==> src/design/delta_list_task_scheduler_unit_defines.svh <==
// ----------------------------------------------------------------------------
// delta list task scheduler: assertion macros
// clocked checks on the scheduler's own logic, switched off by ASSERT_OFF
// ----------------------------------------------------------------------------
`ifndef DELTA_LIST_TASK_SCHEDULER_UNIT_DEFINES_SVH
`define DELTA_LIST_TASK_SCHEDULER_UNIT_DEFINES_SVH

`ifndef ASSERT_OFF

// check that is held off while reset is asserted
`define DLTS_ASSERT(lbl, prop, msg) \
  lbl: assert property (@(posedge clk) disable iff (!rst_n) prop) else $error(msg);

// check that also runs during reset
`define DLTS_ASSERT_ALWAYS(lbl, prop, msg) \
  lbl: assert property (@(posedge clk) prop) else $error(msg);

`else

`define DLTS_ASSERT(lbl, prop, msg)
`define DLTS_ASSERT_ALWAYS(lbl, prop, msg)

`endif

`endif

==> src/design/dlts_pkg.sv <==
// ----------------------------------------------------------------------------
// dlts_pkg
// types, codes and field widths shared by the delta list task scheduler
// ----------------------------------------------------------------------------
package dlts_pkg;

  // field widths of the transfer payloads
  localparam int unsigned OP_FIELD_W    = 2;
  localparam int unsigned TASK_FIELD_W  = 8;
  localparam int unsigned DELAY_FIELD_W = 16;
  localparam int unsigned STAT_FIELD_W  = 2;
  localparam int unsigned COUNT_FIELD_W = 5;

  // pending run counter of the head, saturating
  localparam int unsigned RUNS_W = 8;
  localparam logic [RUNS_W-1:0] RUNS_MAX = 8'hFF;

  // operation codes
  localparam logic [OP_FIELD_W-1:0] OP_ADD      = 2'd0;
  localparam logic [OP_FIELD_W-1:0] OP_TICK     = 2'd1;
  localparam logic [OP_FIELD_W-1:0] OP_DISPATCH = 2'd2;

  // status codes
  localparam logic [STAT_FIELD_W-1:0] STATUS_OK    = 2'd0;
  localparam logic [STAT_FIELD_W-1:0] STATUS_FULL  = 2'd1;
  localparam logic [STAT_FIELD_W-1:0] STATUS_EMPTY = 2'd2;

  // sequencer states
  typedef enum logic [2:0] {
    S_IDLE,
    S_WALK,
    S_SHIFT,
    S_NEW,
    S_TICK,
    S_DISP,
    S_DONE
  } state_t;

  // input item
  typedef struct packed {
    logic [OP_FIELD_W-1:0]    op;
    logic [TASK_FIELD_W-1:0]  task_id;
    logic [DELAY_FIELD_W-1:0] delay_ticks;
    logic [DELAY_FIELD_W-1:0] period_ticks;
  } in_item_t;

  // result item
  typedef struct packed {
    logic                     dispatched_valid;
    logic [TASK_FIELD_W-1:0]  dispatched_task;
    logic [STAT_FIELD_W-1:0]  status;
    logic [COUNT_FIELD_W-1:0] queue_count;
  } out_item_t;

endpackage

==> src/design/dlts_ram.sv <==
// ----------------------------------------------------------------------------
// dlts_ram
// simple dual port memory, one write and one registered read per cycle
// ----------------------------------------------------------------------------
module dlts_ram #(
  parameter int unsigned WIDTH = 40,
  parameter int unsigned DEPTH = 16
) (
  input  logic                     clk,
  input  logic                     we,
  input  logic [$clog2(DEPTH)-1:0] waddr,
  input  logic [WIDTH-1:0]         wdata,
  input  logic [$clog2(DEPTH)-1:0] raddr,
  output logic [WIDTH-1:0]         rdata
);

  logic [WIDTH-1:0] mem [DEPTH];

  // write port and registered read port
  always_ff @(posedge clk) begin
    if (we) begin
      mem[waddr] <= wdata;
    end
    rdata <= mem[raddr];
  end

endmodule

==> src/design/delta_list_task_scheduler_unit.sv <==
// ----------------------------------------------------------------------------
// delta_list_task_scheduler_unit: timer queue kept as a delta list in one RAM
// full, empty and unused-op replies go out straight from idle; a tick passes
// S_TICK, a one-shot dispatch S_DISP and an add to an empty queue S_NEW, then
// S_DONE; an insert walks the list (S_WALK), shifts the tail (S_SHIFT) and writes
// the entry (S_NEW), a tail append skips the shift; a periodic dispatch reinserts
// after S_DISP; one item at a time, set by the RAM walk and tail shift
// reset: synchronous, empties the queue; entries need no clearing pass
// ----------------------------------------------------------------------------
`include "delta_list_task_scheduler_unit_defines.svh"

module delta_list_task_scheduler_unit #(
  parameter int unsigned QUEUE_DEPTH = 16,
  parameter int unsigned DELAY_WIDTH = 16,
  parameter int unsigned ID_WIDTH    = 8
) (
  input  logic                 clk,
  input  logic                 rst_n,
  input  logic                 in_valid,
  output logic                 in_ready,
  input  dlts_pkg::in_item_t   in_data,
  output logic                 out_valid,
  input  logic                 out_ready,
  output dlts_pkg::out_item_t  out_data
);

  localparam int unsigned AW = $clog2(QUEUE_DEPTH);
  localparam int unsigned CW = $clog2(QUEUE_DEPTH + 1);
  localparam int unsigned SW = DELAY_WIDTH + AW;
  localparam int unsigned MW = ID_WIDTH + 2 * DELAY_WIDTH;

  // physical slot of a list position, the list is a ring starting at base
  function automatic logic [AW-1:0] slot(logic [AW-1:0] b, logic [AW-1:0] i);
    logic [AW:0] s;
    s = {1'b0, b} + {1'b0, i};
    if (s >= (AW + 1)'(QUEUE_DEPTH)) begin
      s = s - (AW + 1)'(QUEUE_DEPTH);
    end
    return s[AW-1:0];
  endfunction

  dlts_pkg::state_t              state_r, state_nxt;
  logic [CW-1:0]                 count_r, count_nxt;
  logic [AW-1:0]                 base_r, base_nxt;
  logic [dlts_pkg::RUNS_W-1:0]   runs_r, runs_nxt;
  logic [dlts_pkg::RUNS_W-1:0]   left_r, left_nxt;
  logic                          reinsert_r, reinsert_nxt;
  logic [AW-1:0]                 j_r, j_nxt;
  logic [AW-1:0]                 pos_r, pos_nxt;
  logic                          append_r, append_nxt;
  logic [AW-1:0]                 sh_idx_r, sh_idx_nxt;
  logic                          rd_go_r, rd_go_nxt;
  logic                          wb_v_r, wb_v_nxt;
  logic [AW-1:0]                 wb_idx_r, wb_idx_nxt;
  logic [SW-1:0]                 sum_r, sum_nxt;
  logic [SW-1:0]                 pre_r, pre_nxt;
  logic [DELAY_WIDTH-1:0]        eff_r, eff_nxt;
  logic [ID_WIDTH-1:0]           new_id_r, new_id_nxt;
  logic [DELAY_WIDTH-1:0]        new_delay_r, new_delay_nxt;
  logic [DELAY_WIDTH-1:0]        new_period_r, new_period_nxt;
  dlts_pkg::out_item_t           res_r, res_nxt;
  logic                          out_valid_r, out_valid_nxt;
  dlts_pkg::out_item_t           out_data_r, out_data_nxt;

  logic                          mem_we;
  logic [AW-1:0]                 mem_waddr;
  logic [MW-1:0]                 mem_wdata;
  logic [AW-1:0]                 mem_raddr;
  logic [MW-1:0]                 mem_rdata;

  logic [ID_WIDTH-1:0]           rd_task;
  logic [DELAY_WIDTH-1:0]        rd_delta;
  logic [DELAY_WIDTH-1:0]        rd_period;
  logic                          out_free;
  logic                          walk_first;
  logic [DELAY_WIDTH-1:0]        eff_now;
  logic [SW-1:0]                 s_new;
  logic                          walk_hold;
  logic                          walk_last;

  // entry store: task id, delta, period per slot
  dlts_ram #(
    .WIDTH (MW),
    .DEPTH (QUEUE_DEPTH)
  ) u_entries (
    .clk   (clk),
    .we    (mem_we),
    .waddr (mem_waddr),
    .wdata (mem_wdata),
    .raddr (mem_raddr),
    .rdata (mem_rdata)
  );

  assign rd_task   = mem_rdata[MW-1 -: ID_WIDTH];
  assign rd_delta  = mem_rdata[2*DELAY_WIDTH-1 -: DELAY_WIDTH];
  assign rd_period = mem_rdata[DELAY_WIDTH-1:0];

  // handshake
  assign out_free  = !out_valid_r || out_ready;
  assign in_ready  = (state_r == dlts_pkg::S_IDLE) && out_free;
  assign out_valid = out_valid_r;
  assign out_data  = out_data_r;

  // one step of the insertion walk over the delta list
  always_comb begin
    walk_first = (j_r == '0);
    if (walk_first) begin
      eff_now = ((runs_r != '0) && (new_delay_r < rd_delta)) ? rd_delta : new_delay_r;
    end else begin
      eff_now = eff_r;
    end
    s_new     = sum_r + SW'(rd_delta);
    walk_hold = (SW'(eff_now) > s_new) || (walk_first && (runs_r != '0));
    walk_last = ((CW'(j_r) + CW'(1)) == count_r);
  end

  // sequencer: next state, memory accesses and result
  always_comb begin
    state_nxt      = state_r;
    count_nxt      = count_r;
    base_nxt       = base_r;
    runs_nxt       = runs_r;
    left_nxt       = left_r;
    reinsert_nxt   = reinsert_r;
    j_nxt          = j_r;
    pos_nxt        = pos_r;
    append_nxt     = append_r;
    sh_idx_nxt     = sh_idx_r;
    rd_go_nxt      = rd_go_r;
    wb_v_nxt       = wb_v_r;
    wb_idx_nxt     = wb_idx_r;
    sum_nxt        = sum_r;
    pre_nxt        = pre_r;
    eff_nxt        = eff_r;
    new_id_nxt     = new_id_r;
    new_delay_nxt  = new_delay_r;
    new_period_nxt = new_period_r;
    res_nxt        = res_r;
    out_valid_nxt  = out_valid_r && !out_ready;
    out_data_nxt   = out_data_r;
    mem_we         = 1'b0;
    mem_waddr      = base_r;
    mem_wdata      = mem_rdata;
    mem_raddr      = base_r;

    unique case (state_r)
      dlts_pkg::S_IDLE: begin
        if (in_valid && in_ready) begin
          new_id_nxt                = ID_WIDTH'(in_data.task_id);
          new_delay_nxt             = DELAY_WIDTH'(in_data.delay_ticks);
          new_period_nxt            = DELAY_WIDTH'(in_data.period_ticks);
          reinsert_nxt              = 1'b0;
          res_nxt.dispatched_valid  = 1'b0;
          res_nxt.dispatched_task   = '0;
          res_nxt.status            = dlts_pkg::STATUS_OK;
          res_nxt.queue_count       = dlts_pkg::COUNT_FIELD_W'(count_r);
          unique case (in_data.op)
            dlts_pkg::OP_ADD: begin
              if (count_r == CW'(QUEUE_DEPTH)) begin
                res_nxt.status = dlts_pkg::STATUS_FULL;
                out_valid_nxt  = 1'b1;
                out_data_nxt   = res_nxt;
              end else if (count_r == '0) begin
                pos_nxt    = '0;
                pre_nxt    = '0;
                append_nxt = 1'b0;
                eff_nxt    = DELAY_WIDTH'(in_data.delay_ticks);
                state_nxt  = dlts_pkg::S_NEW;
              end else begin
                // head is being read, walk starts next cycle
                j_nxt     = '0;
                sum_nxt   = '0;
                pre_nxt   = '0;
                state_nxt = dlts_pkg::S_WALK;
              end
            end
            dlts_pkg::OP_TICK: begin
              if (count_r == '0) begin
                res_nxt.status = dlts_pkg::STATUS_EMPTY;
                out_valid_nxt  = 1'b1;
                out_data_nxt   = res_nxt;
              end else begin
                state_nxt = dlts_pkg::S_TICK;
              end
            end
            dlts_pkg::OP_DISPATCH: begin
              if ((count_r == '0) || (runs_r == '0)) begin
                res_nxt.status = dlts_pkg::STATUS_EMPTY;
                out_valid_nxt  = 1'b1;
                out_data_nxt   = res_nxt;
              end else begin
                state_nxt = dlts_pkg::S_DISP;
              end
            end
            default: begin
              out_valid_nxt = 1'b1;
              out_data_nxt  = res_nxt;
            end
          endcase
        end
      end

      dlts_pkg::S_WALK: begin
        // fetch the next position ahead of the decision
        mem_raddr = slot(base_r, j_r + AW'(1));
        eff_nxt   = eff_now;
        sum_nxt   = s_new;
        if (!walk_hold) begin
          pos_nxt    = j_r;
          pre_nxt    = sum_r;
          append_nxt = 1'b0;
          sh_idx_nxt = AW'(count_r - CW'(1));
          rd_go_nxt  = 1'b1;
          wb_v_nxt   = 1'b0;
          state_nxt  = dlts_pkg::S_SHIFT;
        end else if (walk_last) begin
          pos_nxt    = AW'(count_r);
          append_nxt = 1'b1;
          state_nxt  = dlts_pkg::S_NEW;
        end else begin
          j_nxt = j_r + AW'(1);
        end
      end

      dlts_pkg::S_SHIFT: begin
        // move the tail up by one, last entry first
        mem_raddr = slot(base_r, sh_idx_r);
        mem_we    = wb_v_r;
        mem_waddr = slot(base_r, wb_idx_r + AW'(1));
        if (wb_idx_r == pos_r) begin
          // old occupant of the insert position follows the new entry
          mem_wdata = {rd_task, DELAY_WIDTH'(sum_r - SW'(eff_r)), rd_period};
        end else begin
          mem_wdata = mem_rdata;
        end
        if (rd_go_r) begin
          wb_v_nxt   = 1'b1;
          wb_idx_nxt = sh_idx_r;
          if (sh_idx_r == pos_r) begin
            rd_go_nxt = 1'b0;
          end else begin
            sh_idx_nxt = sh_idx_r - AW'(1);
          end
        end else begin
          wb_v_nxt = 1'b0;
          if (wb_v_r) begin
            state_nxt = dlts_pkg::S_NEW;
          end
        end
      end

      dlts_pkg::S_NEW: begin
        // place the new entry
        mem_we    = 1'b1;
        mem_waddr = slot(base_r, pos_r);
        if (append_r) begin
          mem_wdata = {new_id_r, DELAY_WIDTH'(SW'(eff_r) - sum_r), new_period_r};
        end else begin
          mem_wdata = {new_id_r, DELAY_WIDTH'(SW'(eff_r) - pre_r), new_period_r};
        end
        count_nxt           = count_r + CW'(1);
        res_nxt.queue_count = dlts_pkg::COUNT_FIELD_W'(count_r + CW'(1));
        if (reinsert_r) begin
          runs_nxt = (pos_r == '0) ? left_r : '0;
        end
        state_nxt = dlts_pkg::S_DONE;
      end

      dlts_pkg::S_TICK: begin
        // count down the head, or count a run and reload the period
        mem_we    = 1'b1;
        mem_waddr = base_r;
        if (rd_delta == '0) begin
          mem_wdata = {rd_task, rd_period, rd_period};
          if (runs_r != dlts_pkg::RUNS_MAX) begin
            runs_nxt = runs_r + dlts_pkg::RUNS_W'(1);
          end
        end else begin
          mem_wdata = {rd_task, rd_delta - DELAY_WIDTH'(1), rd_period};
        end
        state_nxt = dlts_pkg::S_DONE;
      end

      dlts_pkg::S_DISP: begin
        // pop the head by moving the ring base
        res_nxt.dispatched_valid = 1'b1;
        res_nxt.dispatched_task  = dlts_pkg::TASK_FIELD_W'(rd_task);
        res_nxt.queue_count      = dlts_pkg::COUNT_FIELD_W'(count_r - CW'(1));
        runs_nxt                 = '0;
        left_nxt                 = runs_r - dlts_pkg::RUNS_W'(1);
        count_nxt                = count_r - CW'(1);
        base_nxt                 = slot(base_r, AW'(1));
        if (rd_period != '0) begin
          // periodic task goes back in with its remaining delay
          new_id_nxt     = rd_task;
          new_delay_nxt  = rd_delta;
          new_period_nxt = rd_period;
          reinsert_nxt   = 1'b1;
          eff_nxt        = rd_delta;
          pre_nxt        = '0;
          if (count_r == CW'(1)) begin
            pos_nxt    = '0;
            append_nxt = 1'b0;
            state_nxt  = dlts_pkg::S_NEW;
          end else begin
            mem_raddr = slot(base_r, AW'(1));
            j_nxt     = '0;
            sum_nxt   = '0;
            state_nxt = dlts_pkg::S_WALK;
          end
        end else begin
          state_nxt = dlts_pkg::S_DONE;
        end
      end

      dlts_pkg::S_DONE: begin
        if (out_free) begin
          out_valid_nxt = 1'b1;
          out_data_nxt  = res_r;
          state_nxt     = dlts_pkg::S_IDLE;
        end
      end

      default: begin
        state_nxt = dlts_pkg::S_IDLE;
      end
    endcase
  end

  // control registers
  always_ff @(posedge clk) begin
    if (!rst_n) begin
      state_r     <= dlts_pkg::S_IDLE;
      count_r     <= '0;
      base_r      <= '0;
      runs_r      <= '0;
      reinsert_r  <= 1'b0;
      rd_go_r     <= 1'b0;
      wb_v_r      <= 1'b0;
      out_valid_r <= 1'b0;
    end else begin
      state_r     <= state_nxt;
      count_r     <= count_nxt;
      base_r      <= base_nxt;
      runs_r      <= runs_nxt;
      reinsert_r  <= reinsert_nxt;
      rd_go_r     <= rd_go_nxt;
      wb_v_r      <= wb_v_nxt;
      out_valid_r <= out_valid_nxt;
    end
  end

  // working and payload registers
  always_ff @(posedge clk) begin
    left_r       <= left_nxt;
    j_r          <= j_nxt;
    pos_r        <= pos_nxt;
    append_r     <= append_nxt;
    sh_idx_r     <= sh_idx_nxt;
    wb_idx_r     <= wb_idx_nxt;
    sum_r        <= sum_nxt;
    pre_r        <= pre_nxt;
    eff_r        <= eff_nxt;
    new_id_r     <= new_id_nxt;
    new_delay_r  <= new_delay_nxt;
    new_period_r <= new_period_nxt;
    res_r        <= res_nxt;
    out_data_r   <= out_data_nxt;
  end

  // checks
  `DLTS_ASSERT(a_count_bound, count_r <= CW'(QUEUE_DEPTH), "queue count beyond depth")
  `DLTS_ASSERT(a_runs_need_head, (runs_r != '0) |-> (count_r != '0), "runs on empty queue")
  `DLTS_ASSERT(a_full_add,
    (in_valid && in_ready && (in_data.op == dlts_pkg::OP_ADD) && (count_r == CW'(QUEUE_DEPTH)))
      |=> (out_valid_r && (out_data_r.status == dlts_pkg::STATUS_FULL)),
    "add on full queue not flagged")
  `DLTS_ASSERT(a_shift_range,
    ((state_r == dlts_pkg::S_SHIFT) && rd_go_r) |-> (sh_idx_r >= pos_r),
    "tail shift past insert position")

endmodule
==> config.mk <==
export PLATFORM = sky130hd
export DESIGN_NAME = delta_list_task_scheduler_unit
export DESIGN_NICKNAME = d
export VERILOG_FILES = /design/src/design/dlts_pkg.sv /design/src/design/dlts_ram.sv /design/src/design/delta_list_task_scheduler_unit.sv
export VERILOG_INCLUDE_DIRS = /design/src /design/src/design
export SDC_FILE = /design/constraint.sdc
export NUM_CORES = 1
export LEC_CHECK = 0
export BUFFER_PORTS_ARGS = -buffer_cell sky130_fd_sc_hd__buf_2
export CAP_MARGIN = 10
export CORE_MARGIN = 2
export CORE_UTILIZATION = 46
export CTS_BUF_LIST = sky130_fd_sc_hd__clkbuf_8
export CTS_CLUSTER_SIZE = 8
export DETAILED_ROUTE_END_ITERATION = 10
export HOLD_SLACK_MARGIN = 0.03
export PLACE_DENSITY = 0.68
export RECOVER_POWER = 50
export SLEW_MARGIN = 20
export SYNTH_ARGS = -nofsm -noshare
export SYNTH_HDL_FRONTEND = slang
export SYNTH_SLANG_ARGS = --single-unit
==> constraint.sdc <==
create_clock -name clk -period 7.84 [get_ports clk]
set_clock_uncertainty 0.05 [all_clocks]
set_input_delay 0 -clock clk [delete_from_list [all_inputs] [get_ports clk]]
set_output_delay 0 -clock clk [all_outputs]
set_load 0.05 [all_outputs]
==> results.sh, run 1 <==
export IMPL_clk_latency_ns=0.85
export IMPL_routabilityCongestion=0.896
export IMPL_vias=27400
export IMPL_nets=3673
export IMPL_io_buffers=63
export IMPL_max_freq_ghz=0.146
export IMPL_power_density_mw_per_mm2=406
export IMPL_power_w=0.0178
export IMPL_cts_buffers=141
export IMPL_p_sw_w=0.00730
export IMPL_pre_cts_slack_ns=1.63
export IMPL_n_fill_cell=7106
export IMPL_outcome="complete, but fails checks"
export IMPL_grt_util_all_layers=0.247
export IMPL_drt_iter0_drc=3030
export IMPL_finalMaxSlewViolations=246
export IMPL_p_int_w=0.0105
export IMPL_swShare=0.410
export IMPL_core_area_mm2=0.0834
export IMPL_cts_tree="done"
export IMPL_failed_checks="max-capacitance violations, max-slew violations"
export IMPL_fin_crit_sh=0.872
export IMPL_postRouteAntennaNets=0
export IMPL_synth_top_area_share=0.613
export IMPL_dp_hpwl_um=64300
export IMPL_start_util=0.463
export IMPL_max_slew_margin=-2.03
export IMPL_seqPwrFrac=0.392
export IMPL_vdd_ir_drop_max_v=0.000246
export IMPL_ys_flop_type="edfxtp_1"
export IMPL_final_setup_tns_ns=0
export IMPL_path_clk_slew_ns=0.07
export IMPL_die_area_mm2=0.0864
export IMPL_period_needed_ns=6.84
export IMPL_ys_warnings_count=0
export IMPL_wl_um=107000
export IMPL_cp_cell_sequence="nor2b_1 -> nand2_1 -> buf_4 -> inv_1 -> clkbuf_1 -> a221oi_4 -> clkbuf_1"
export IMPL_synthDistinctLibCells=81
export IMPL_hold_viol=0
export IMPL_hold_class="in -> reg"
export IMPL_slowest_delay_ns=2.21
export IMPL_pwr_share_clk=0.211
export IMPL_tightestPinTransition_ns=4.44
export IMPL_drcViolationCount=0
export IMPL_startpoint_type="flip-flop"
export IMPL_yosysTopAreaCell="edfxtp_1"
export IMPL_syn_nets=3487
export IMPL_grt_max_degree=96
export IMPL_hold_ws_ns=0.0757
export IMPL_grt_pass1_wl_um=161000
export IMPL_overflow=0
export IMPL_drive_gt1_frac=0.0922
export IMPL_synth_edf_count=789
export IMPL_worst_slack_ns=1.00
export IMPL_io_pins=64
export IMPL_dp_cells=4368
export IMPL_leakage_nw=16.6
export IMPL_synth_seq_cells=853
export IMPL_syn_area_mm2=0.0387
export IMPL_path_class="reg -> reg"
export IMPL_path_buf_inv=4
export IMPL_setup_violations_final=0
export IMPL_first_global_vias=26600
export IMPL_vias_per_cell=5.82
export IMPL_netlist_instances=3338
export IMPL_cap_viol_max_count=9
export IMPL_cts_buffer_depth=3
export IMPL_final_cell_count_no_fill=4716
export IMPL_layout_common_cells="852 x nand2_1, 789 x edfxtp_1, 202 x nand3_1"
export IMPL_ys_top_cells_by_area="edfxtp_1 61%, nand2_1 8.3%, dfxtp_1 3.3%"
export IMPL_crit_arrival_ns=7.22
export IMPL_areaGrowthSynthToFinish_pct=13.5
export IMPL_clock_sinks=853
export IMPL_area_sequential_mm2=0.0250
export IMPL_first_pass_iters=6
export IMPL_cts_root_buf="clkbuf_8"
export IMPL_routedWlPerCell_um=22.6
export IMPL_multi_input_area_mm2=0.0128
export IMPL_critPathTopFamily="buffers and inverters"
export IMPL_yosysSeqAreaShare=0.646
export IMPL_antenna_found_initial=3
export IMPL_cpMaxStageDelayCell="clkbuf_1"
export IMPL_dieWidth_um=294
export IMPL_ctsResizeCount=0
export IMPL_htreeDepth=4
export IMPL_pwr_share_comb=0.396
export IMPL_cpMostUsedCell="clkbuf_1"
export IMPL_synth_area_per_cell_um2=11.6
export IMPL_row_count=106
export IMPL_layout_commonest_cell="nand2_1"
export IMPL_rsz0062_at_grt="false"
export IMPL_dieHeight_um=294
export IMPL_async_flop_share=0
export IMPL_critPathCaptureType="flip-flop"
export IMPL_critPathRequiredTime_ns=8.22
export IMPL_crit_fanout=50
metrics by stage:
step | utilization | area [µm²]
floorplan | - | 38700
global placement | 0.484 | 40400
detailed placement | 0.484 | 40400
CTS | 0.528 | 44000
global route | 0.526 | 43900
finish | 0.526 | 43900
final timing paths:
| kind | cells after the start | to | slack [ns] | start |
|---|---|---|---|---|
| hold / removal | 4 | eff_r[10] | 0.08 | in_data[26] |
| setup / recovery | 7 | sum_r[7] | 1.0 | state_r[2] |
| hold reg to reg | 2 | runs_r[7] | 0.47 | left_r[7] |
| setup reg to reg | 7 | sum_r[7] | 1.0 | state_r[2] |
logic make-up (layout without fill, tap and decap cells):
family                     count (synthesis)  in the layout  synth area share
other                                      0              2                 0
xor gates and xnor gates                  81             81            0.0184
and+or+nand+nor                         1431           1431             0.161
AOI/OAI and AO/OA                        544            544            0.0939
adders and majority gates                103            103            0.0343
buffers and inverters                    254            550            0.0275
muxes                                     72             72            0.0189
DFF                                      853            853             0.646
power groups by stage:
stage / logic, W / clock network [W] / registers, W
6_report: 0.00706 / 0.00376 / 0.00699
5_1_grt: 0.00778 / 0.00402 / 0.00702
4_1_cts: 0.00706 / 0.00383 / 0.00695
2_1_floorplan: 0.00489 / 0 / 0.00676
3_5_place_dp: 0.00699 / 0 / 0.00704
3_3_place_gp: 0.00687 / 0 / 0.00704
per-layer routing:
metal,track usage,vias to the layer above,wire length [µm]
met5,0,-,12
met4,0.0920,2,3150
met3,0.0547,193,9450
met2,0.385,1212,49000
met1,0.339,13400,45000
li1,-,12600,-
synthesized netlist by cell type, types with 8 or more instances:
cell type    n
a211o_1     13
a211oi_1    11
a21o_1      36
a21oi_1     92
a221oi_1     8
a22oi_1     10
a311oi_1    16
a31oi_1     24
a32oi_1     44
and2_1      20
and3_1      33
buf_1       11
buf_2       77
clkbuf_1    97
dfxtp_1     64
edfxtp_1   789
ha_1        98
inv_1       64
mux2i_1     65
nand2_1    853
nand2b_1    23
nand3_1    204
nand4_1     49
nor2_1     149
nor2b_1     19
nor3_1      31
nor4_1      12
o21a_1       8
o21ai_0    131
o21ai_1     43
o221ai_1    44
xnor2_1     44
xor2_1      37
worst min-delay path, cell delays in order:
cell and delay (ns):
dlygate4sd3_1 0.52, buf_2 0.12, a22oi_1 0.08, nand2b_1 0.08
flip-flops by register name, summed over array words and instances, names as in the netlist, 3 cells and up:
name and flops:
new_id_r 8, u_entries.mem 640, sh_idx_r 4, new_delay_r 16, j_r 4, base_r 4, out_data 16, pre_r 16
state_r 3, pos_r 4, u_entries.rdata 40, eff_r 16, sum_r 20, count_r 5, new_period_r 16, res_r 16
left_r 8, runs_r 8, wb_idx_r 4
repair_timing:
item,in CTS,in global routing
endpoints found under the setup margin,0,0
setup buffers,0,0
hold buffers,91,0
hold endpoints to repair,112,0
cell type report:
type                            instances  area share
Antenna cell                            2    0.000114
Sequential cell                       853       0.569
Multi-Input combinational cell       2231       0.292
Clock buffer                          159      0.0499
Clock inverter                         94      0.0119
Tap cell                             1080      0.0308
Timing Repair Buffer                  232      0.0407
Inverter                               65     0.00556
(Power assumes the default switching activity.)
==> run 2: changes to the inputs <==
==> constraint.sdc (replaced) <==
create_clock -name clk -period 7.1 [get_ports clk]
set_clock_uncertainty 0.05 [all_clocks]
set_input_delay 0 -clock clk [delete_from_list [all_inputs] [get_ports clk]]
set_output_delay 0 -clock clk [all_outputs]
set_load 0.05 [all_outputs]
==> results.sh, run 2 (synthesis gave the netlist of run 1 again) <==
export IMPL_ctsResizeCount=0
export IMPL_cts_buffer_depth=3
export IMPL_row_count=106
export IMPL_first_global_vias=26000
export IMPL_layout_commonest_cell="nand2_1"
export IMPL_area_sequential_mm2=0.0250
export IMPL_leakage_nw=16.5
export IMPL_antenna_found_initial=3
export IMPL_areaGrowthSynthToFinish_pct=13.4
export IMPL_dp_hpwl_um=63500
export IMPL_wl_um=104000
export IMPL_cts_buffers=141
export IMPL_grt_pass1_wl_um=157000
export IMPL_dieWidth_um=294
export IMPL_routedWlPerCell_um=22.0
export IMPL_finalMaxSlewViolations=211
export IMPL_setup_violations_final=0
export IMPL_power_density_mw_per_mm2=447
export IMPL_failed_checks="max-capacitance violations, max-slew violations"
export IMPL_drcViolationCount=0
export IMPL_critPathCaptureType="flip-flop"
export IMPL_postRouteAntennaNets=0
export IMPL_hold_ws_ns=0.0799
export IMPL_core_area_mm2=0.0834
export IMPL_largest_reg_flops=640
export IMPL_vias=27300
export IMPL_layout_common_cells="852 x nand2_1, 789 x edfxtp_1, 202 x nand3_1"
export IMPL_nets=3671
export IMPL_grt_util_all_layers=0.240
export IMPL_outcome="complete, but fails checks"
export IMPL_fin_crit_sh=0.870
export IMPL_htreeDepth=4
export IMPL_critPathRequiredTime_ns=7.68
export IMPL_vdd_ir_drop_max_v=0.000394
export IMPL_max_slew_margin=-0.738
export IMPL_dp_cells=4368
export IMPL_vias_per_cell=5.78
export IMPL_tightestPinTransition_ns=2.61
export IMPL_final_cell_count_no_fill=4713
export IMPL_post_cts_buffers=0
export IMPL_path_clk_slew_ns=0.06
export IMPL_crit_arrival_ns=6.75
export IMPL_first_pass_iters=5
export IMPL_io_buffers=63
export IMPL_drive_gt1_frac=0.0890
export IMPL_rsz0062_at_grt="false"
export IMPL_max_freq_ghz=0.162
export IMPL_grt_max_degree=105
export IMPL_path_class="reg -> reg"
export IMPL_start_util=0.463
export IMPL_final_setup_tns_ns=0
export IMPL_routabilityCongestion=0.901
export IMPL_overflow=0
export IMPL_final_util=0.525
export IMPL_drt_iter0_drc=2783
export IMPL_clk_latency_ns=0.82
export IMPL_dieHeight_um=294
export IMPL_startpoint_type="flip-flop"
export IMPL_cap_viol_max_count=6
export IMPL_crit_fanout=60
export IMPL_io_pins=64
export IMPL_die_area_mm2=0.0864
export IMPL_reg_top3="u_entries.mem x640, u_entries.rdata x40, sum_r x20"
export IMPL_cts_root_buf="clkbuf_8"
export IMPL_cts_tree="done"
export IMPL_n_fill_cell=7077
export IMPL_clock_sinks=853
export IMPL_multi_input_area_mm2=0.0128
export IMPL_period_needed_ns=6.18
export IMPL_top_register="u_entries.mem"
export IMPL_hold_class="in -> reg"
export IMPL_hold_viol=0
export IMPL_postCtsHoldBufs=90
[run 2: final timing paths]
check,end,startpoint,cells after the start,slack (ns)
min,new_period_r[3],in_data[3],4,0.08
max reg2reg,u_entries.rdata[29],state_r[0],14,0.92
min reg2reg,runs_r[7],left_r[7],2,0.47
max,u_entries.rdata[29],state_r[0],14,0.92
[run 2: routing by layer]
metal	global-route usage	wire, µm
met1	0.332	44400
met2	0.375	47300
met3	0.0549	9230
met4	0.0765	2730
met5	0	0
[run 2: area by class of cell]
class / count / area share
timing repair buffer: 230 / 0.0410
multi-input combinational: 2231 / 0.293
inverter: 65 / 0.00557
tap: 1080 / 0.0308
sequential: 853 / 0.570
clock inverter: 97 / 0.0116
antenna: 4 / 0.000228
clock buffer: 153 / 0.0480
[run 2: worst max-delay path, cell delays in order (launching register included)]
cell and delay (ns):
dfxtp_1 0.31, clkbuf_1 0.83, nand2b_1 0.10, clkbuf_1 0.52, a21oi_1 0.29, buf_4 0.23
nand2_1 0.40, o21ai_0 0.52, fa_1 0.54, a221oi_4 0.48, buf_4 0.63, buf_4 0.62
nand3_1 0.15, o21ai_0 0.11, o221ai_1 0.20
[run 2: stage by stage]
stage / total power, W / cell area (µm²) / worst slack [ns]
3_3_place_gp: 0.0155 / 40400 / 1.53
5_1_grt: 0.0207 / 43800 / 0.623
4_1_cts: 0.0196 / 44000 / 1.39
3_5_place_dp: 0.0155 / 40400 / 1.41
2_1_floorplan: 0.0129 / 38700 / 1.56
6_report: 0.0196 / 43800 / 0.924
[run 2: power by group]
group	internal, W	total, W	switching [W]	leakage [nW]
Sequential	0.00700	0.00766	0.000667	7.71
Combinational	0.00254	0.00790	0.00536	7.24
Clock	0.00201	0.00402	0.00201	1.56
Total	0.0116	0.0196	0.00803	16.5
